$ cat config.mk
export PLATFORM = sky130hd
export DESIGN_NAME = afc_cfg_regs_flat
export DESIGN_NICKNAME = d
export VERILOG_FILES = /design/src/afc_pkg.sv /design/src/afc_intf.sv /design/src/afc_cfg_regs.sv /design/src/flat_wrapper.sv
export SDC_FILE = /design/constraint.sdc
export NUM_CORES = 1
export LEC_CHECK = 0
export BUFFER_PORTS_ARGS = -buffer_cell sky130_fd_sc_hd__buf_4
export CAP_MARGIN = 20
export CORE_AREA = 2 2 178 180
export CTS_CLUSTER_SIZE = 25
export DETAILED_ROUTE_END_ITERATION = 12
export DIE_AREA = 0 0 180 182
export PLACE_DENSITY = 0.75
export SYNTH_ARGS = -nofsm -noshare
export SYNTH_HDL_FRONTEND = slang
export SYNTH_SLANG_ARGS = --single-unit
$ cat constraint.sdc
create_clock -name clk_i -period 0.8 [get_ports clk_i]
set_input_delay 0.16 -clock clk_i [delete_from_list [all_inputs] [get_ports clk_i]]
set_output_delay 0.16 -clock clk_i [all_outputs]
set_load 0.02 [all_outputs]
$ cat src/afc_pkg.sv
// Shared types, widths and codes for the box/frustum classifier.
// Used by the channel interfaces and by every afc_* module.
package afc_pkg;

  localparam int CoordW     = 16;
  localparam int CoefW      = 16;
  localparam int NumPlanes  = 6;
  localparam int NumCorners = 8;
  localparam int CfgIdxW    = $clog2(NumPlanes);
  localparam int CfgDataW   = 4 * CoefW;
  localparam int ProdW      = CoordW + CoefW;   // coef * coord
  localparam int PsumW      = ProdW + 1;        // two terms
  localparam int SumW       = PsumW + 1;        // four terms
  localparam int OffShift   = 14;               // Q12.4 offset up to Q.18
  localparam int CountW     = $clog2(NumCorners + 1);
  localparam int VisW       = 2;

  // Result classes
  typedef enum logic [VisW-1:0] {
    VisOutside = 2'd0,
    VisPartial = 2'd1,
    VisInside  = 2'd2
  } vis_e;

  // One plane register: a in the low quarter, d in the top quarter
  typedef struct packed {
    logic [CoefW-1:0] d;
    logic [CoefW-1:0] c;
    logic [CoefW-1:0] b;
    logic [CoefW-1:0] a;
  } plane_t;

  // Registered box corners
  typedef struct packed {
    logic [CoordW-1:0] min_x;
    logic [CoordW-1:0] min_y;
    logic [CoordW-1:0] min_z;
    logic [CoordW-1:0] max_x;
    logic [CoordW-1:0] max_y;
    logic [CoordW-1:0] max_z;
  } box_t;

  typedef logic [ProdW-1:0] prod_t;
  typedef logic [PsumW-1:0] psum_t;
  typedef logic [SumW-1:0]  sum_t;

  // Per-plane products of each normal component with both box bounds
  typedef struct packed {
    prod_t ax_lo;
    prod_t ax_hi;
    prod_t by_lo;
    prod_t by_hi;
    prod_t cz_lo;
    prod_t cz_hi;
  } plane_prod_t;

  // Per-plane partial sums: xy indexed by {x_hi, y_hi}, zd by z_hi
  typedef struct packed {
    psum_t [3:0] xy;
    psum_t [1:0] zd;
  } plane_psum_t;

  // Signed 16 x 16 product, exact in 32 bits
  function automatic prod_t coef_mul(logic [CoefW-1:0] coef, logic [CoordW-1:0] coord);
    logic signed [ProdW-1:0] cw;
    logic signed [ProdW-1:0] xw;
    cw = ProdW'($signed(coef));
    xw = ProdW'($signed(coord));
    return prod_t'(cw * xw);
  endfunction

endpackage

$ cat src/afc_intf.sv


interface afc_cfg_if;
  logic                           valid;
  logic                           ready;
  logic [afc_pkg::CfgIdxW-1:0]    index;
  logic [afc_pkg::CfgDataW-1:0]   wdata;

  modport source (output valid, index, wdata, input ready);
  modport sink   (input valid, index, wdata, output ready);
endinterface

$ cat src/afc_cfg_regs.sv
// Six frustum plane registers written through the configuration channel.
// Depends on afc_pkg and afc_cfg_if.
module afc_cfg_regs (
  input  logic                                       clk_i,
  input  logic                                       rst_ni,
  afc_cfg_if.sink                                    cfg_i,
  output afc_pkg::plane_t [afc_pkg::NumPlanes-1:0]   planes_o
);

  afc_pkg::plane_t [afc_pkg::NumPlanes-1:0] planes_q;
  logic                                     wr_en;

  // Always take a write; indexes past the last plane are dropped
  assign cfg_i.ready = 1'b1;
  assign wr_en       = cfg_i.valid && cfg_i.ready;

  always_ff @(posedge clk_i or negedge rst_ni) begin
    if (!rst_ni) begin
      planes_q <= '0;
    end else if (wr_en && (32'(cfg_i.index) < afc_pkg::NumPlanes)) begin
      planes_q[cfg_i.index] <= afc_pkg::plane_t'(cfg_i.wdata);
    end
  end

  assign planes_o = planes_q;

  // Out-of-range write leaves every plane untouched
  a_bad_idx_ignored: assert property (@(posedge clk_i) disable iff (!rst_ni)
    (wr_en && (32'(cfg_i.index) >= afc_pkg::NumPlanes)) |=> $stable(planes_q))
    else $error("plane registers changed on out-of-range write");

  // In-range write lands in the addressed plane
  a_write_lands: assert property (@(posedge clk_i) disable iff (!rst_ni)
    (wr_en && (32'(cfg_i.index) < afc_pkg::NumPlanes))
    |=> (planes_q[$past(cfg_i.index)] == afc_pkg::plane_t'($past(cfg_i.wdata))))
    else $error("plane write did not land");

endmodule

$ cat src/flat_wrapper.sv
// flat-port wrapper written by rule: the top's interface ports become plain ports
module afc_cfg_regs_flat 
  (clk_i, rst_ni, planes_o, cfg_i_valid, cfg_i_index, cfg_i_wdata, cfg_i_ready);
  afc_cfg_if cfg_i_i ();
  input  logic clk_i;
  input  logic rst_ni;
  output afc_pkg::plane_t [afc_pkg::NumPlanes-1:0] planes_o;
  input wire logic [$bits(cfg_i_i.valid)-1:0] cfg_i_valid;
  input wire logic [$bits(cfg_i_i.index)-1:0] cfg_i_index;
  input wire logic [$bits(cfg_i_i.wdata)-1:0] cfg_i_wdata;
  output wire logic [$bits(cfg_i_i.ready)-1:0] cfg_i_ready;
  assign cfg_i_i.valid = cfg_i_valid;
  assign cfg_i_i.index = cfg_i_index;
  assign cfg_i_i.wdata = cfg_i_wdata;
  assign cfg_i_ready = cfg_i_i.ready;
  afc_cfg_regs u_core (.clk_i(clk_i), .rst_ni(rst_ni), .cfg_i(cfg_i_i), .planes_o(planes_o));
endmodule
==> flow_summary.yaml <==
timing:
  rsz0062_at_grt: "yes"
  setup_violations: 768
  max_freq_mhz: 757
  slew_violations: 0
  final.setup.worst_slack_ns: -0.521
  fin_crit_sh_pct: 165
  period_needed_ns: 1.32
  finalHoldViolCount: 0
  tns_ns: -268.52
  skew_ns: 0
power:
  p_leak_nw: 12.8
  power.density_nw_per_um2: 2900
  ir_drop_v: 0.00243
drt:
  route.vias.total: 11500
  drt-total-wl_um: 62100
  via_per_inst: 5.53
  drcViolationCount: 0
  drt_first_pass_iters: 6
  drt_iter0_markers: 645
  wl_per_cell_um: 29.8
  drtAntennaViolNets: 0
place:
  dpl_cell_area_um2: 19000
  place_congestion: 0.816
  dp_hpwl_um: 28300
  portBuffers: 453
worst_setup_path:
  critPathLaunchType: "flop"
  worstSetupEndpointType: "output port"
  worst_path_max_delay_cell: "dfrtp_1"
  path_cells: "buf_6"
  max_stage_delay_ns: 0.48
  crit_family: "flip-flops"
  crit_arrival_ns: 1.16
  path_class: "flop to output port"
  crit_buf_inv: 1
  cp.required_ns: 0.64
  crit_fanout: 2
grt:
  grt_overflow: 0
  grt_max_degree: 65
  antenna_found_initial: 1
  grt_usage_pct: 32.1
  grt_pass1_wl_um: 79000
  grt_pass1_vias: 11806
cts:
  clk_pin_slew_ns: 0.07
  ctsHtreeMaxLevel: 2
  cts_tree: "yes"
  clk_path_buf_depth: 3
  clock_latency_ns: 0.53
  numCtsBuffers: 41
  clockRootBuffer: "clkbuf_16"
  cts.sinks: 384
synthesis:
  synthTopCellsByArea: "dfrtp_1 (67%), mux2_2 (30%), buf_6 (2.1%)"
  synth_edf_count: 0
  synthCells: 818
  syn_nets: 888
  synth_seq_cells: 384
  ys_types: 10
  yosysTopAreaCell: "dfrtp_1"
  async_flop_share_pct: 100
  yosys.area.top_type_share_pct: 66.8
  synth_ff_type: "dfrtp_1"
  syn_area_per_cell_um2: 17.6
  ys_seq_area_share_pct: 66.8
  yosys-top-cells-count: "dfrtp_1 (384), mux2_2 (379), buf_6 (27)"
  ys.warnings.count: 0
  yosysMostFrequentCell: "dfrtp_1"
  syn_area_um2: 14400
worst_hold_path:
  hold_class: "input pin to asynchronous set/reset pin"
floorplanning:
  die_area_um2: 32800
  ios: 455
  core_um2: 31000
  die_x_um: 180
  std_cell_rows: 65
  die_h_um: 182
  initial_core_util_pct: 46.4
layout:
  drive_above_1_share_pct: 72.5
  multiInputGateArea_um2: 5510
  final-seq-area_um2: 9610
  nets: 1718
  fillCellCount: 1213
  area_growth_syn_to_layout_pct: 81.3
  fin_area_um2: 26100
  largest_reg_flops: 384
outcome:
  status: "finished, violations left"
  failed_checks: "negative setup slack"
flow_run:
  cap_violations: 0
[path summary, 6_finish.rpt]
| kind | cells after the start | slack [ns] | endpoint | start |
|---|---|---|---|---|
| worst max-delay path | 1 | -0.52 | planes_o[207] | u_core.planes_o[207]$_DFFE_PN0P_ |
| worst min-delay path | 2 | 0.05 | u_core.planes_o[242]$_DFFE_PN0P_ | rst_ni |
| worst max register to register | 3 | -0.30 | u_core.planes_o[26]$_DFFE_PN0P_ | u_core.planes_o[26]$_DFFE_PN0P_ |
| worst min register to register | 1 | 0.53 | u_core.planes_o[244]$_DFFE_PN0P_ | u_core.planes_o[244]$_DFFE_PN0P_ |
| max in group asynchronous | 4 | 0.12 | u_core.planes_o[74]$_DFFE_PN0P_ | rst_ni |
| min in group clk_i | 4 | 0.34 | u_core.planes_o[326]$_DFFE_PN0P_ | cfg_i_index[1] |
[per-layer routing]
layer  up-vias  global-route usage, %  routed length (um)
met4         0                   12.2                3510
met3       195                   8.22                4840
met2       669                   55.9               30800
li1       4564                      -                   -
met1      6072                   38.5               22900
met5         -                      0                   0
[through the flow]
step	hold slack (ns)	instances	setup slack (ns)	power (mW)	utilization, %
after floorplan	-0.136	818	-0.386	36.0	-
after global placement	-0.0121	1693	-0.675	45.5	61.5
after detailed placement	-0.0111	1693	-0.702	46.0	61.5
after CTS	0.0262	1962	-0.486	70.6	78.6
after global routing	0.0612	2080	-0.525	77.6	84.2
final	0.0498	2080	-0.521	75.5	84.2
[timing repair]
action / 4_1_cts / 5_1_grt
buffers inserted: 112 / 128
endpoints found under the setup margin: 696 / 766
hold endpoints to repair: 768 / 0
hold buffers: 65 / 0
gates resized for setup: 494 / 214
cloned: 20 / 15
pin swaps: 4 / 2
[logic make-up after synthesis]
logic type	Yosys count	share of synthesized area [%]
buf+inv	43	2.70
flops	384	66.8
mux	384	30.0
other cells	1	0.0261
simple gates	6	0.444
[power breakdown]
group / internal [mW] / total (mW) / leakage [nW] / switching, mW
combinational: 16.5 / 28.9 / 7.50 / 12.4
clock: 10.9 / 19.0 / 0.655 / 8.10
sequential: 23.7 / 27.7 / 4.61 / 3.93
total: 51.1 / 75.5 / 12.8 / 24.4
[layout by cell type (no fill, tap or decap)]
cell type	count
mux2_4	291
clkbuf_1	8
conb_1	1
clkbuf_8	8
bufinv_16	1
nand4b_1	2
clkinvlp_4	1
buf_12	48
diode_2	1
clkinv_4	1
clkbuf_16	57
mux2_1	2
nor4b_4	1
dlygate4sd3_1	65
buf_4	260
clkinv_2	9
buf_6	420
inv_6	1
buf_8	10
mux2_2	91
and4bb_4	3
dfrtp_1	384
buf_16	13
[final cells by class]
type                    count  share of cell area (%)
flip-flops and latches    384                    36.8
repair buffers            830                    35.1
multi-input cells         391                    21.1
clock buffers              59                    4.66
well taps                 402                    1.93
clock inverters            13                   0.384
diodes                      1                 0.00959
(Power assumes the default switching activity.)
