[src/afc_pkg.sv]
// Shared types, widths and codes for the box/frustum classifier.
// Used by the channel interfaces and by every afc_* module.
package afc_pkg;

  localparam int CoordW     = 16;
  localparam int CoefW      = 16;
  localparam int NumPlanes  = 6;
  localparam int NumCorners = 8;
  localparam int CfgIdxW    = $clog2(NumPlanes);
  localparam int CfgDataW   = 4 * CoefW;
  localparam int ProdW      = CoordW + CoefW;   // coef * coord
  localparam int PsumW      = ProdW + 1;        // two terms
  localparam int SumW       = PsumW + 1;        // four terms
  localparam int OffShift   = 14;               // Q12.4 offset up to Q.18
  localparam int CountW     = $clog2(NumCorners + 1);
  localparam int VisW       = 2;

  // Result classes
  typedef enum logic [VisW-1:0] {
    VisOutside = 2'd0,
    VisPartial = 2'd1,
    VisInside  = 2'd2
  } vis_e;

  // One plane register: a in the low quarter, d in the top quarter
  typedef struct packed {
    logic [CoefW-1:0] d;
    logic [CoefW-1:0] c;
    logic [CoefW-1:0] b;
    logic [CoefW-1:0] a;
  } plane_t;

  // Registered box corners
  typedef struct packed {
    logic [CoordW-1:0] min_x;
    logic [CoordW-1:0] min_y;
    logic [CoordW-1:0] min_z;
    logic [CoordW-1:0] max_x;
    logic [CoordW-1:0] max_y;
    logic [CoordW-1:0] max_z;
  } box_t;

  typedef logic [ProdW-1:0] prod_t;
  typedef logic [PsumW-1:0] psum_t;
  typedef logic [SumW-1:0]  sum_t;

  // Per-plane products of each normal component with both box bounds
  typedef struct packed {
    prod_t ax_lo;
    prod_t ax_hi;
    prod_t by_lo;
    prod_t by_hi;
    prod_t cz_lo;
    prod_t cz_hi;
  } plane_prod_t;

  // Per-plane partial sums: xy indexed by {x_hi, y_hi}, zd by z_hi
  typedef struct packed {
    psum_t [3:0] xy;
    psum_t [1:0] zd;
  } plane_psum_t;

  // Signed 16 x 16 product, exact in 32 bits
  function automatic prod_t coef_mul(logic [CoefW-1:0] coef, logic [CoordW-1:0] coord);
    logic signed [ProdW-1:0] cw;
    logic signed [ProdW-1:0] xw;
    cw = ProdW'($signed(coef));
    xw = ProdW'($signed(coord));
    return prod_t'(cw * xw);
  endfunction

endpackage

[src/afc_sum.sv]
// Partial-sum stage and per-corner plane sign stage.
// Depends on afc_pkg; fed by afc_mul, feeds afc_classify.
module afc_sum (
  input  logic                                           clk_i,
  input  logic                                           rst_ni,
  input  logic                                           prod_valid_i,
  output logic                                           prod_ready_o,
  input  afc_pkg::plane_prod_t [afc_pkg::NumPlanes-1:0]  prod_i,
  input  afc_pkg::plane_t [afc_pkg::NumPlanes-1:0]       planes_i,
  output logic                                           pos_valid_o,
  input  logic                                           pos_ready_i,
  output logic [afc_pkg::NumCorners-1:0][afc_pkg::NumPlanes-1:0] pos_o
);

  afc_pkg::plane_psum_t [afc_pkg::NumPlanes-1:0] psum_d;
  afc_pkg::plane_psum_t [afc_pkg::NumPlanes-1:0] psum_q;
  logic                                          psum_valid_q;
  logic                                          pos_adv;
  logic [afc_pkg::NumCorners-1:0][afc_pkg::NumPlanes-1:0] pos_d;
  logic [afc_pkg::NumCorners-1:0][afc_pkg::NumPlanes-1:0] pos_q;
  logic                                          pos_valid_q;

  assign pos_adv      = !pos_valid_q || pos_ready_i;
  assign prod_ready_o = !psum_valid_q || pos_adv;

  // Pair x with y for each bound mix, and z with the scaled offset
  always_comb begin
    afc_pkg::prod_t                 px;
    afc_pkg::prod_t                 py;
    afc_pkg::prod_t                 pz;
    logic [afc_pkg::CoefW-1:0]      dv;
    afc_pkg::psum_t                 dsh;
    for (int p = 0; p < afc_pkg::NumPlanes; p++) begin
      for (int j = 0; j < 4; j++) begin
        px = (j >= 2)      ? prod_i[p].ax_hi : prod_i[p].ax_lo;
        py = ((j % 2) == 1) ? prod_i[p].by_hi : prod_i[p].by_lo;
        psum_d[p].xy[j] = {px[afc_pkg::ProdW-1], px} + {py[afc_pkg::ProdW-1], py};
      end
      dv  = planes_i[p].d;
      dsh = {{(afc_pkg::PsumW - afc_pkg::CoefW - afc_pkg::OffShift){dv[afc_pkg::CoefW-1]}},
             dv, {afc_pkg::OffShift{1'b0}}};
      for (int j = 0; j < 2; j++) begin
        pz = (j == 1) ? prod_i[p].cz_hi : prod_i[p].cz_lo;
        psum_d[p].zd[j] = {pz[afc_pkg::ProdW-1], pz} + dsh;
      end
    end
  end

  always_ff @(posedge clk_i or negedge rst_ni) begin
    if (!rst_ni) begin
      psum_valid_q <= 1'b0;
    end else if (prod_ready_o) begin
      psum_valid_q <= prod_valid_i;
    end
  end

  always_ff @(posedge clk_i) begin
    if (prod_valid_i && prod_ready_o) begin
      psum_q <= psum_d;
    end
  end

  // Finish each corner's plane sum and keep only "strictly positive"
  always_comb begin
    afc_pkg::psum_t xy;
    afc_pkg::psum_t zd;
    afc_pkg::sum_t  s;
    for (int k = 0; k < afc_pkg::NumCorners; k++) begin
      for (int p = 0; p < afc_pkg::NumPlanes; p++) begin
        xy = psum_q[p].xy[2'(k >> 1)];
        zd = psum_q[p].zd[1'(k & 1)];
        s  = {xy[afc_pkg::PsumW-1], xy} + {zd[afc_pkg::PsumW-1], zd};
        pos_d[k][p] = !s[afc_pkg::SumW-1] && (s != '0);
      end
    end
  end

  always_ff @(posedge clk_i or negedge rst_ni) begin
    if (!rst_ni) begin
      pos_valid_q <= 1'b0;
    end else if (pos_adv) begin
      pos_valid_q <= psum_valid_q;
    end
  end

  always_ff @(posedge clk_i) begin
    if (psum_valid_q && pos_adv) begin
      pos_q <= pos_d;
    end
  end

  assign pos_valid_o = pos_valid_q;
  assign pos_o       = pos_q;

endmodule

[config.mk]
export PLATFORM = sky130hd
export DESIGN_NAME = afc_sum
export DESIGN_NICKNAME = d
export VERILOG_FILES = /design/src/afc_pkg.sv /design/src/afc_sum.sv
export SDC_FILE = /design/constraint.sdc
export NUM_CORES = 2
export LEC_CHECK = 0
export ABC_AREA = 1
export ABC_CLOCK_PERIOD_IN_PS = 13800
export BUFFER_PORTS_ARGS = -buffer_cell sky130_fd_sc_hd__clkbuf_2
export CAP_MARGIN = 20
export CORE_AREA = 4 4 621 623
export CTS_CLUSTER_DIAMETER = 200
export DETAILED_ROUTE_END_ITERATION = 8
export DIE_AREA = 0 0 625 627
export GPL_ROUTABILITY_DRIVEN = 0
export PLACE_DENSITY = 0.47
export SLEW_MARGIN = 15
export SYNTH_ARGS = -nofsm -noshare
export SYNTH_HDL_FRONTEND = slang
export SYNTH_SLANG_ARGS = --single-unit
[constraint.sdc]
create_clock -name clk_i -period 13.8 [get_ports clk_i]
set_clock_uncertainty 0.05 [all_clocks]
set_input_delay 2.07 -clock clk_i [delete_from_list [all_inputs] [get_ports clk_i]]
set_output_delay 2.07 -clock clk_i [all_outputs]
set_load 0.02 [all_outputs]
==> flow_metrics.env <==
export IMPL_outcome="finished, final reports clean"
export IMPL_firstDrtPassIters=5
export IMPL_grt_overflow_total=0
export IMPL_ys_flop_type="edfxtp_1"
export IMPL_vias_per_cell=4.365
export IMPL_syn_area_um2=76410
export IMPL_rows=227
export IMPL_io_buffers=881
export IMPL_die_width_um=625
export IMPL_die_h_um=627
export IMPL_pin_count=1590
export IMPL_r2r_start="pos_valid_o"
export IMPL_ys_seq_elements=608
export IMPL_cts_root_buffer="clkbuf_16"
export IMPL_power_mw=9.943
export IMPL_crit_type="input port to register"
export IMPL_synth_cells=11860
export IMPL_clk_pin_slew_ps=70
export IMPL_ir_drop_mv=0.08615
export IMPL_hold_buffers=0
export IMPL_min_period_ps=4849
export IMPL_p_leak_nw=47.14
export IMPL_netlist_area_leader_share_pct=23.81
export IMPL_finalSetupTns_ps=0
export IMPL_area_delta_synth_final_pct=17.79
export IMPL_slowest_stage="buf_4"
export IMPL_gr_usage_all_layers_pct=16.11
export IMPL_synth_top_cell_by_area="edfxtp_1"
export IMPL_min_path_type="register to register"
export IMPL_drc=0
export IMPL_core_area_um2=380900
export IMPL_grt_pass1_wl_um=475600
export IMPL_synthArstFlopShare_pct=0.3289
export IMPL_wl_um=329100
export IMPL_drive_above_1_share_pct=9.441
export IMPL_finalSetupViolations=0
export IMPL_die_area_um2=391900
export IMPL_route_vias_total=78490
export IMPL_slowest_delay_ps=760
export IMPL_cp_required_ps=14180
export IMPL_h_tree_depth=3
export IMPL_timing_fmax_mhz=206.2
export IMPL_hp_start="psum_valid_q"
export IMPL_fin_crit_sh_pct=35.14
export IMPL_crit_top_cell="buf_4"
export IMPL_seq_area_frac_synth_pct=23.88
export IMPL_drv_cap=0
export IMPL_ctsLongestPathBuffers=4
export IMPL_final_max_slew_viol_count=0
export IMPL_antenna_found_initial=95
export IMPL_crit_chain="clkbuf_2, inv_1, nand3_1, nand2_1, clkinvlp_4, buf_12, buf_4, buf_4"
export IMPL_crit_buf_inv=6
export IMPL_ctsResizeCount=0
export IMPL_p_per_area_nw_per_um2=110.5
export IMPL_dp_slack_ps=8077
export IMPL_critPathMaxFanout=97
export IMPL_post_cts_buffers=0
export IMPL_finish_net_count=15290
export IMPL_clk_latency_ps=800
export IMPL_fin_cells=17980
export IMPL_tightest_slew_ps=964.3
export IMPL_hpwl_um=291900
export IMPL_synth_area_leaders="edfxtp_1 24%, nand2_1 19%, ha_1 15%"
export IMPL_worstPathArrival_ps=5230
export IMPL_synth_warnings=0
export IMPL_syn_avg_cell_area_um2=6.446
export IMPL_fillers=43410
export IMPL_worstSetupStartpoint="pos_ready_i"
export IMPL_wire_per_inst_um=18.31
export IMPL_fin_ws_ps=8951
export IMPL_utilization_pct=23.63
export IMPL_rsz0062_at_grt="no"
export IMPL_startpoint_type="input port"
export IMPL_numClockSinks=608
export IMPL_final_antenna_net_count=0
export IMPL_cts_tree="built"
export IMPL_cts_buffers=90
export IMPL_crit_path_end_kind="register"
export IMPL_slew_headroom_pct=35.42
export IMPL_synth_edff_count=606
export IMPL_hold_viol=0
export IMPL_start_util_pct=20.06
export IMPL_synth_cell_type_count=49
export IMPL_grt_max_degree=98
export IMPL_first_global_vias=75190
export IMPL_dp_cells=17780
export IMPL_first_iter_violations=5389
export IMPL_crit_family="buffers and inverters"
## layer usage
metal  vias up  GRT usage, %  share of wire [%]
met1     35650         21.09                 45
met5         -             0              0.068
met3       414         2.587                5.8
met4        36         4.747                3.1
li1      40270             -                  -
met2      2117         27.12                 46
## path summary, 6_finish.rpt
check,end,depth (start not counted),slack (ps)
max,psum_q[895],8,8950
min,pos_valid_o,2,460
max reg2reg,psum_q[895],6,9900
min reg2reg,pos_valid_o,2,460
max in group asynchronous,pos_valid_o,1,12620
min in group asynchronous,psum_valid_q,1,990
## registers in the layout, summed over array words and instances (netlist names)
| name | count |
|---|---|
| pos_valid_o | 1 |
| psum_q | 594 |
| pos_o | 12 |
| psum_valid_q | 1 |
## where the power goes
group / internal, mW / switching [mW] / leakage (nW) / total [mW]
clock: 1.31 / 0.975 / 1.35 / 2.28
combinational: 1.66 / 3.36 / 39.9 / 5.02
sequential: 2.41 / 0.232 / 5.87 / 2.64
total: 5.38 / 4.57 / 47.1 / 9.94
## cell families (layout without fill, tap and decap cells)
| group | count (synthesis) | count (layout) | share of synthesized area (%) |
|---|---|---|---|
| and+or+nand+nor | 6260 | 6260 | 33.51 |
| buffers and inverters | 2078 | 3089 | 10.42 |
| AOI/OAI and AO/OA | 1490 | 1490 | 11.13 |
| adders and majority gates | 918 | 918 | 15.33 |
| DFF | 608 | 608 | 23.88 |
| xor gates and xnor gates | 500 | 500 | 5.731 |
| other | 1 | 76 | 0.004908 |
## final cells by class
cell class	instances	area [um^2]	area share [%]
clock buffers	103	2344	2.604
inverters	2036	7646	8.495
flip-flops and latches	608	18250	20.27
clock inverters	55	496.7	0.5519
repair buffers	895	4527	5.029
well taps	5038	6304	7.003
multi-input cells	9204	50340	55.93
diodes	40	100.1	0.1112
## placed cells by master, fill, tap and decap left out, types with 13 or more instances in the layout
master	n
nand2_1	3937
inv_1	2031
nor2_1	1144
ha_1	888
clkbuf_2	881
a21oi_1	785
nand3_1	692
edfxtp_1	606
xor2_1	332
o21ai_0	287
xnor2_1	168
nor3_1	142
nand4_1	106
a21o_1	99
clkbuf_16	92
a31oi_1	71
nand2_2	68
o21bai_1	53
nand3b_1	45
nor4_1	41
diode_2	40
conb_1	36
and2_1	35
o211ai_1	31
fa_1	30
o21ai_2	24
o21ai_1	24
a21oi_2	23
nand3_2	17
o31ai_1	15
a221oi_1	15
a21boi_0	14
nor2_2	14
clkinvlp_4	14
buf_4	13
## worst reg2reg max path, delay by kind of cell (launching register included)
family | cells | cell delay (ps)
buffers and inverters | 4 | 2720
and+or+nand+nor | 2 | 270
DFF | 1 | 430
## cells in the mapped netlist, types with 6 or more instances
| library cell | n |
|---|---|
| nand3_1 | 692 |
| and2_1 | 35 |
| a211oi_1 | 9 |
| o21ai_2 | 24 |
| o21ai_1 | 24 |
| o21ai_0 | 287 |
| a21boi_0 | 14 |
| xnor2_1 | 168 |
| nand2_2 | 68 |
| o21a_1 | 6 |
| inv_1 | 2032 |
| fa_1 | 30 |
| a31o_2 | 10 |
| nor4_1 | 41 |
| a21oi_1 | 786 |
| a221oi_1 | 15 |
| edfxtp_1 | 606 |
| nor3_1 | 142 |
| o2111ai_1 | 7 |
| nor4_2 | 8 |
| o21bai_1 | 53 |
| nand3_2 | 17 |
| a31oi_1 | 71 |
| nor2_1 | 1144 |
| buf_4 | 38 |
| o31ai_1 | 15 |
| nand2_1 | 3937 |
| a21oi_2 | 23 |
| a21o_1 | 99 |
| o211ai_1 | 31 |
| nor2_2 | 14 |
| ha_1 | 888 |
| nand3b_1 | 45 |
| nand4_1 | 106 |
| xor2_1 | 332 |
## per-stage QoR
step	instance area, um^2	hold slack [ps]
final	90010	462.2
after floorplan	76550	397.1
after global routing	89960	514.6
after CTS	89910	467.2
after detailed placement	87070	444.0
after global placement	87070	435.9
(Power assumes the default switching activity.)
