$ cat config.mk
export PLATFORM = sky130hd
export DESIGN_NAME = afc_classify_flat
export DESIGN_NICKNAME = d
export VERILOG_FILES = /design/src/afc_pkg.sv /design/src/afc_intf.sv /design/src/afc_classify.sv /design/src/flat_wrapper.sv
export SDC_FILE = /design/constraint.sdc
export NUM_CORES = 1
export LEC_CHECK = 0
export ABC_CLOCK_PERIOD_IN_PS = 1500
export BUFFER_PORTS_ARGS = -buffer_cell sky130_fd_sc_hd__buf_4
export CAP_MARGIN = 30
export CORE_MARGIN = 2
export CORE_UTILIZATION = 32
export DETAILED_ROUTE_END_ITERATION = 10
export HOLD_SLACK_MARGIN = 0.06
export PLACE_DENSITY = 0.78
export SYNTH_ARGS = -nofsm -noshare
export SYNTH_HDL_FRONTEND = slang
export SYNTH_SLANG_ARGS = --single-unit
$ cat constraint.sdc
create_clock -name clk_i -period 1.5 [get_ports clk_i]
set_clock_uncertainty 0.2 [all_clocks]
set_input_delay 0.15 -clock clk_i [delete_from_list [all_inputs] [get_ports clk_i]]
set_output_delay 0.15 -clock clk_i [all_outputs]
set_load 0.05 [all_outputs]
$ cat src/afc_pkg.sv
// Shared types, widths and codes for the box/frustum classifier.
// Used by the channel interfaces and by every afc_* module.
package afc_pkg;

  localparam int CoordW     = 16;
  localparam int CoefW      = 16;
  localparam int NumPlanes  = 6;
  localparam int NumCorners = 8;
  localparam int CfgIdxW    = $clog2(NumPlanes);
  localparam int CfgDataW   = 4 * CoefW;
  localparam int ProdW      = CoordW + CoefW;   // coef * coord
  localparam int PsumW      = ProdW + 1;        // two terms
  localparam int SumW       = PsumW + 1;        // four terms
  localparam int OffShift   = 14;               // Q12.4 offset up to Q.18
  localparam int CountW     = $clog2(NumCorners + 1);
  localparam int VisW       = 2;

  // Result classes
  typedef enum logic [VisW-1:0] {
    VisOutside = 2'd0,
    VisPartial = 2'd1,
    VisInside  = 2'd2
  } vis_e;

  // One plane register: a in the low quarter, d in the top quarter
  typedef struct packed {
    logic [CoefW-1:0] d;
    logic [CoefW-1:0] c;
    logic [CoefW-1:0] b;
    logic [CoefW-1:0] a;
  } plane_t;

  // Registered box corners
  typedef struct packed {
    logic [CoordW-1:0] min_x;
    logic [CoordW-1:0] min_y;
    logic [CoordW-1:0] min_z;
    logic [CoordW-1:0] max_x;
    logic [CoordW-1:0] max_y;
    logic [CoordW-1:0] max_z;
  } box_t;

  typedef logic [ProdW-1:0] prod_t;
  typedef logic [PsumW-1:0] psum_t;
  typedef logic [SumW-1:0]  sum_t;

  // Per-plane products of each normal component with both box bounds
  typedef struct packed {
    prod_t ax_lo;
    prod_t ax_hi;
    prod_t by_lo;
    prod_t by_hi;
    prod_t cz_lo;
    prod_t cz_hi;
  } plane_prod_t;

  // Per-plane partial sums: xy indexed by {x_hi, y_hi}, zd by z_hi
  typedef struct packed {
    psum_t [3:0] xy;
    psum_t [1:0] zd;
  } plane_psum_t;

  // Signed 16 x 16 product, exact in 32 bits
  function automatic prod_t coef_mul(logic [CoefW-1:0] coef, logic [CoordW-1:0] coord);
    logic signed [ProdW-1:0] cw;
    logic signed [ProdW-1:0] xw;
    cw = ProdW'($signed(coef));
    xw = ProdW'($signed(coord));
    return prod_t'(cw * xw);
  endfunction

endpackage

$ cat src/afc_intf.sv


interface afc_result_if;
  logic                          valid;
  logic                          ready;
  logic [afc_pkg::VisW-1:0]      visibility;
  logic [afc_pkg::CountW-1:0]    inside_corners;

  modport source (output valid, visibility, inside_corners, input ready);
  modport sink   (input valid, visibility, inside_corners, output ready);
endinterface


$ cat src/afc_classify.sv
// Corner count, visibility class and the output register.
// Depends on afc_pkg and afc_result_if; fed by afc_sum.
module afc_classify (
  input  logic                                                   clk_i,
  input  logic                                                   rst_ni,
  input  logic                                                   pos_valid_i,
  output logic                                                   pos_ready_o,
  input  logic [afc_pkg::NumCorners-1:0][afc_pkg::NumPlanes-1:0] pos_i,
  afc_result_if.source                                           result_o
);

  logic [afc_pkg::CountW-1:0] count_d;
  afc_pkg::vis_e              vis_d;
  logic [afc_pkg::CountW-1:0] count_q;
  afc_pkg::vis_e              vis_q;
  logic                       res_valid_q;

  assign pos_ready_o = !res_valid_q || result_o.ready;

  // Count corners inside all planes, then class the box
  always_comb begin
    count_d = '0;
    for (int k = 0; k < afc_pkg::NumCorners; k++) begin
      count_d = count_d + afc_pkg::CountW'(&pos_i[k]);
    end
    if (count_d == afc_pkg::CountW'(afc_pkg::NumCorners)) begin
      vis_d = afc_pkg::VisInside;
    end else if (count_d == '0) begin
      vis_d = afc_pkg::VisOutside;
    end else begin
      vis_d = afc_pkg::VisPartial;
    end
  end

  always_ff @(posedge clk_i or negedge rst_ni) begin
    if (!rst_ni) begin
      res_valid_q <= 1'b0;
    end else if (pos_ready_o) begin
      res_valid_q <= pos_valid_i;
    end
  end

  always_ff @(posedge clk_i) begin
    if (pos_valid_i && pos_ready_o) begin
      count_q <= count_d;
      vis_q   <= vis_d;
    end
  end

  assign result_o.valid          = res_valid_q;
  assign result_o.visibility     = vis_q;
  assign result_o.inside_corners = count_q;

  // Inside exactly when every corner counts
  a_inside_match: assert property (@(posedge clk_i) disable iff (!rst_ni)
    res_valid_q |-> ((vis_q == afc_pkg::VisInside) ==
                     (count_q == afc_pkg::CountW'(afc_pkg::NumCorners))))
    else $error("inside class does not match corner count");

  // Outside exactly when no corner counts
  a_outside_match: assert property (@(posedge clk_i) disable iff (!rst_ni)
    res_valid_q |-> ((vis_q == afc_pkg::VisOutside) == (count_q == '0)))
    else $error("outside class does not match corner count");

  // A request taken from the sign stage shows up as a result next cycle
  a_load_shows: assert property (@(posedge clk_i) disable iff (!rst_ni)
    (pos_valid_i && pos_ready_o) |=> res_valid_q)
    else $error("accepted request lost at output register");

endmodule

$ cat src/flat_wrapper.sv
// flat-port wrapper written by rule: the top's interface ports become plain ports
module afc_classify_flat 
  (clk_i, rst_ni, pos_valid_i, pos_ready_o, pos_i, result_o_valid, result_o_visibility, result_o_inside_corners, result_o_ready);
  afc_result_if result_o_i ();
  input  logic clk_i;
  input  logic rst_ni;
  input  logic pos_valid_i;
  output logic pos_ready_o;
  input  logic [afc_pkg::NumCorners-1:0][afc_pkg::NumPlanes-1:0] pos_i;
  output wire logic [$bits(result_o_i.valid)-1:0] result_o_valid;
  output wire logic [$bits(result_o_i.visibility)-1:0] result_o_visibility;
  output wire logic [$bits(result_o_i.inside_corners)-1:0] result_o_inside_corners;
  input wire logic [$bits(result_o_i.ready)-1:0] result_o_ready;
  assign result_o_valid = result_o_i.valid;
  assign result_o_visibility = result_o_i.visibility;
  assign result_o_inside_corners = result_o_i.inside_corners;
  assign result_o_i.ready = result_o_ready;
  afc_classify u_core (.clk_i(clk_i), .rst_ni(rst_ni), .pos_valid_i(pos_valid_i), .pos_ready_o(pos_ready_o), .pos_i(pos_i), .result_o(result_o_i));
endmodule
==> results.txt <==
- The run finished, with violations left.
- The final reports fail on negative setup slack.
- The later pin in the worst-skew pair is clocked with a latency of between 0.2 and 0.3 ns.
- Area growth from synthesis to final layout: 125%
* Startpoint of the worst hold path: u_core.result_o.valid
- Worst slew margin relative to its limit: between 80% and 90%
- The number of global-route vias before repair was between 600 and 700.
- Main area contributors after synthesis: sky130_fd_sc_hd__edfxtp_1 (35%), sky130_fd_sc_hd__fa_1 (15%), sky130_fd_sc_hd__ha_1 (7.3%)
- Row generation in the floorplan step produced 14 rows.
- In this run the standard cell core region covers 1510 sq um.
* Final WS setup: -1.48 ns
- Total wirelength of the detailed-routed design: between 1000 and 1500 um
* Count of final setup violators: 6
- Area share of the largest cell type after synthesis: 34.9%
- Clock transition at path regs: roughly 0.050 ns
* Vias per inst: between 4 and 5
- Synth Net Count: roughly 110
- The worst-case IR drop observed on VDD is around 0.25 mV.
* Hold Path Sink: u_core.result_o.valid
* Number of DRC violations after detailed-routing iteration 0: 4
- Slack of the worst reg-to-reg path: roughly 0.29 ns
- H-Tree Depth: 1
* First-pass GRT wire length: between 2000 and 2500 um
- In this run the worst setup path begins at pos_i[1].
* Register bit count reported by yosys: 7
* Vias post-DR: around 650
- Die Span X: about 44 um
* Clock tree from TritonCTS: built
* Highest fanout seen on the critical path: 2
* IO Port Bufs: between 50 and 60
- Dividing the detail-routed wire length by the instance count gives ~11 um.
- DIE HEIGHT: roughly 44 um
- The setup path with the least slack is of type primary input to flip-flop.
- Leaving out fill and tap cells, the most frequent cells in the layout are sky130_fd_sc_hd__buf_4 (54), sky130_fd_sc_hd__buf_6 (10), sky130_fd_sc_hd__edfxtp_1 (6).
* I/O pin count: 60
- The count of final max-slew check failures came to 0.
- Number of warning messages in the yosys log: 0
* Syn Inst Count: 50
- Antenna violations before repair: 0
- Fill count: between 100 and 150
* Share of the yosys chip area belonging to registers: approximately two fifths
* First-pass iteration count of the detailed router: 4
* RSZ-0062 raised after global routing: yes
- Fin Setup TNS: -7.34 ns
* Hold Crit Class: flip-flop to flip-flop
* Cell at the root of the clock tree: sky130_fd_sc_hd__clkbuf_4
* Mapped cell area: ~520 sq um
- Initial core utilization: roughly a third
- Global routing finished with a remaining overflow of 0.
- Count of inserted antenna diode cells: 0
* Final Core Density: between 70 and 80%
- The tool flagged a number of max-cap violations equal to 0.
* Nets: around 180
- Dividing the synthesized area by the synthesized cell count gives just over 10 sq um.
- Area of the die: about 2000 sq um
- The count of nets left with antenna violations once routing finished came out at 0.
* Library cells used by synthesis: 17
* Arrival time of the worst setup path: between 2 and 3 ns
* Number of failing hold endpoints at the final stage: 0
* Actual transition at the worst max-transition pin: 0.190 ns
- The wire-length estimate of the detail-placed layout is about 1300 um.
- The library cell used most frequently in the layout, excluding fill and tap cells, is sky130_fd_sc_hd__buf_4.
* R2r endpoint: u_core.result_o.inside_corners[3]
* Pin count of the biggest net entering global routing: 7
- Ratio of final minimum period to clock period: 198%
- Required time worst endpoint: ~1.3 ns
- Maximum count of clock buffers along a single path: 2
* Total routing usage reported by global routing: between 15 and 20%
- Endpoint class of the critical path: flip-flop
* Placer's final routability congestion estimate: about 0.65
* Leakage power: 0.000570 uW
- Buffers inserted during clock tree synthesis total 3.
- Post-route minimum period: approximately 3 ns
- After detailed routing, the number of remaining DRC violations is 0.
- Clock tree synthesis found a total of 7 sinks.
- Across all hold checks on the routed design, the worst slack comes to 0.347 ns.
* Yosys top cell by area: sky130_fd_sc_hd__edfxtp_1
- For this run, the top clock speed supported by timing is 0.336 GHz.
* Power Dens Cells: ~520 nW/um^2
* Crit start category: primary input
- The worst hold path was traced through 2 stages.
- In the final layout, the share of cells above drive strength 1 is ~64%.
- The startpoint identified for the worst register-to-register timing path is u_core.result_o.valid.
- The worst register-to-register path has a depth of 2.
## layout make-up
type	count	area [sq um]	share of cell area, %
clock buffers	4	26.3	2.26
inverters	7	26.3	2.26
multi-input cells	36	325	28.0
flip-flops and latches	7	206	17.8
well taps	16	20.0	1.72
repair buffers	68	558	48.0
## critical path: stages
cell and delay (ns):
sky130_fd_sc_hd__buf_6 0.09, sky130_fd_sc_hd__nand4_1 0.08, sky130_fd_sc_hd__nor2_1 0.05, sky130_fd_sc_hd__ha_1 0.28, sky130_fd_sc_hd__inv_2 0.03, sky130_fd_sc_hd__fa_1 0.49
sky130_fd_sc_hd__fa_1 0.43, sky130_fd_sc_hd__inv_2 0.07, sky130_fd_sc_hd__fa_2 0.20, sky130_fd_sc_hd__inv_2 0.04, sky130_fd_sc_hd__fa_1 0.48, sky130_fd_sc_hd__inv_2 0.04
sky130_fd_sc_hd__or3_1 0.35
## cells in the mapped netlist
cell type and instances:
sky130_fd_sc_hd__nand2b_1 3, sky130_fd_sc_hd__nor2_1 4, sky130_fd_sc_hd__nand4_1 4, sky130_fd_sc_hd__edfxtp_1 6, sky130_fd_sc_hd__and2_1 1, sky130_fd_sc_hd__dfrtp_1 1, sky130_fd_sc_hd__a21oi_1 1, sky130_fd_sc_hd__nor2b_1 1
sky130_fd_sc_hd__inv_1 7, sky130_fd_sc_hd__nand2_1 4, sky130_fd_sc_hd__xnor2_1 1, sky130_fd_sc_hd__or3_1 1, sky130_fd_sc_hd__nor4_1 1, sky130_fd_sc_hd__ha_1 3, sky130_fd_sc_hd__and4_1 4, sky130_fd_sc_hd__nand3_1 4
sky130_fd_sc_hd__fa_1 4
## per-stage QoR
| stage | cell area [sq um] | power, uW | setup WS [ns] | instances |
|---|---|---|---|---|
| finish | 1160 | 605 | -1.48 | 138 |
| global route | 1160 | 629 | -1.56 | 138 |
| CTS | 1140 | 604 | -1.48 | 138 |
| detailed placement | 1020 | 421 | -1.76 | 129 |
| global placement | 1020 | 416 | -1.70 | 129 |
| floorplan | 529 | 297 | -1.58 | 50 |
## flip-flops by register name, indices dropped and copies added (netlist names)
name and count:
u_core.result_o.visibility 2, u_core.result_o.inside_corners 4, u_core.result_o.valid 1
## what timing repair did
item	4_1_cts	5_1_grt
pin swaps	3	2
gates resized for setup	11	6
endpoints found under the hold margin	2	0
buffers inserted	1	0
endpoints found under the setup margin	6	7
hold buffers	4	0
## power by group
part | total (uW) | switching (uW) | internal (uW)
registers | 228 | 4.50 | 223
logic | 209 | 80.3 | 129
clock network | 168 | 66.8 | 101
## worst max path at each step
stage	end	slack [ns]	cells past startpoint
floorplan	u_core.result_o.visibility[0]	-1.58	12
global placement	u_core.result_o.visibility[0]	-1.70	13
detailed placement	u_core.result_o.visibility[0]	-1.76	13
CTS	u_core.result_o.visibility[0]	-1.48	13
global route	u_core.result_o.visibility[0]	-1.56	13
finish	u_core.result_o.visibility[0]	-1.48	13
## kinds of logic (layout without fill, tap and decap cells)
| logic type | after synthesis | in the layout | synth area share (%) |
|---|---|---|---|
| AOI/OAI and AO/OA | 1 | 1 | 0.968 |
| adders and majority gates | 7 | 7 | 22.8 |
| xor gates and xnor gates | 1 | 1 | 1.70 |
| buffers and inverters | 7 | 79 | 5.09 |
| and+or+nand+nor | 27 | 27 | 29.8 |
| DFF | 7 | 7 | 39.7 |
## per-layer routing
metal	part of all wire [%]	global-route usage [%]	wire, um	up-vias
met5	0	0	0	-
met2	55	29.1	799	44
li1	-	-	-	321
met4	2.8	9.70	41	0
met1	33	15.2	489	281
met3	9.1	1.63	133	6
No activity file was read; power rests on OpenSTA's default activity.
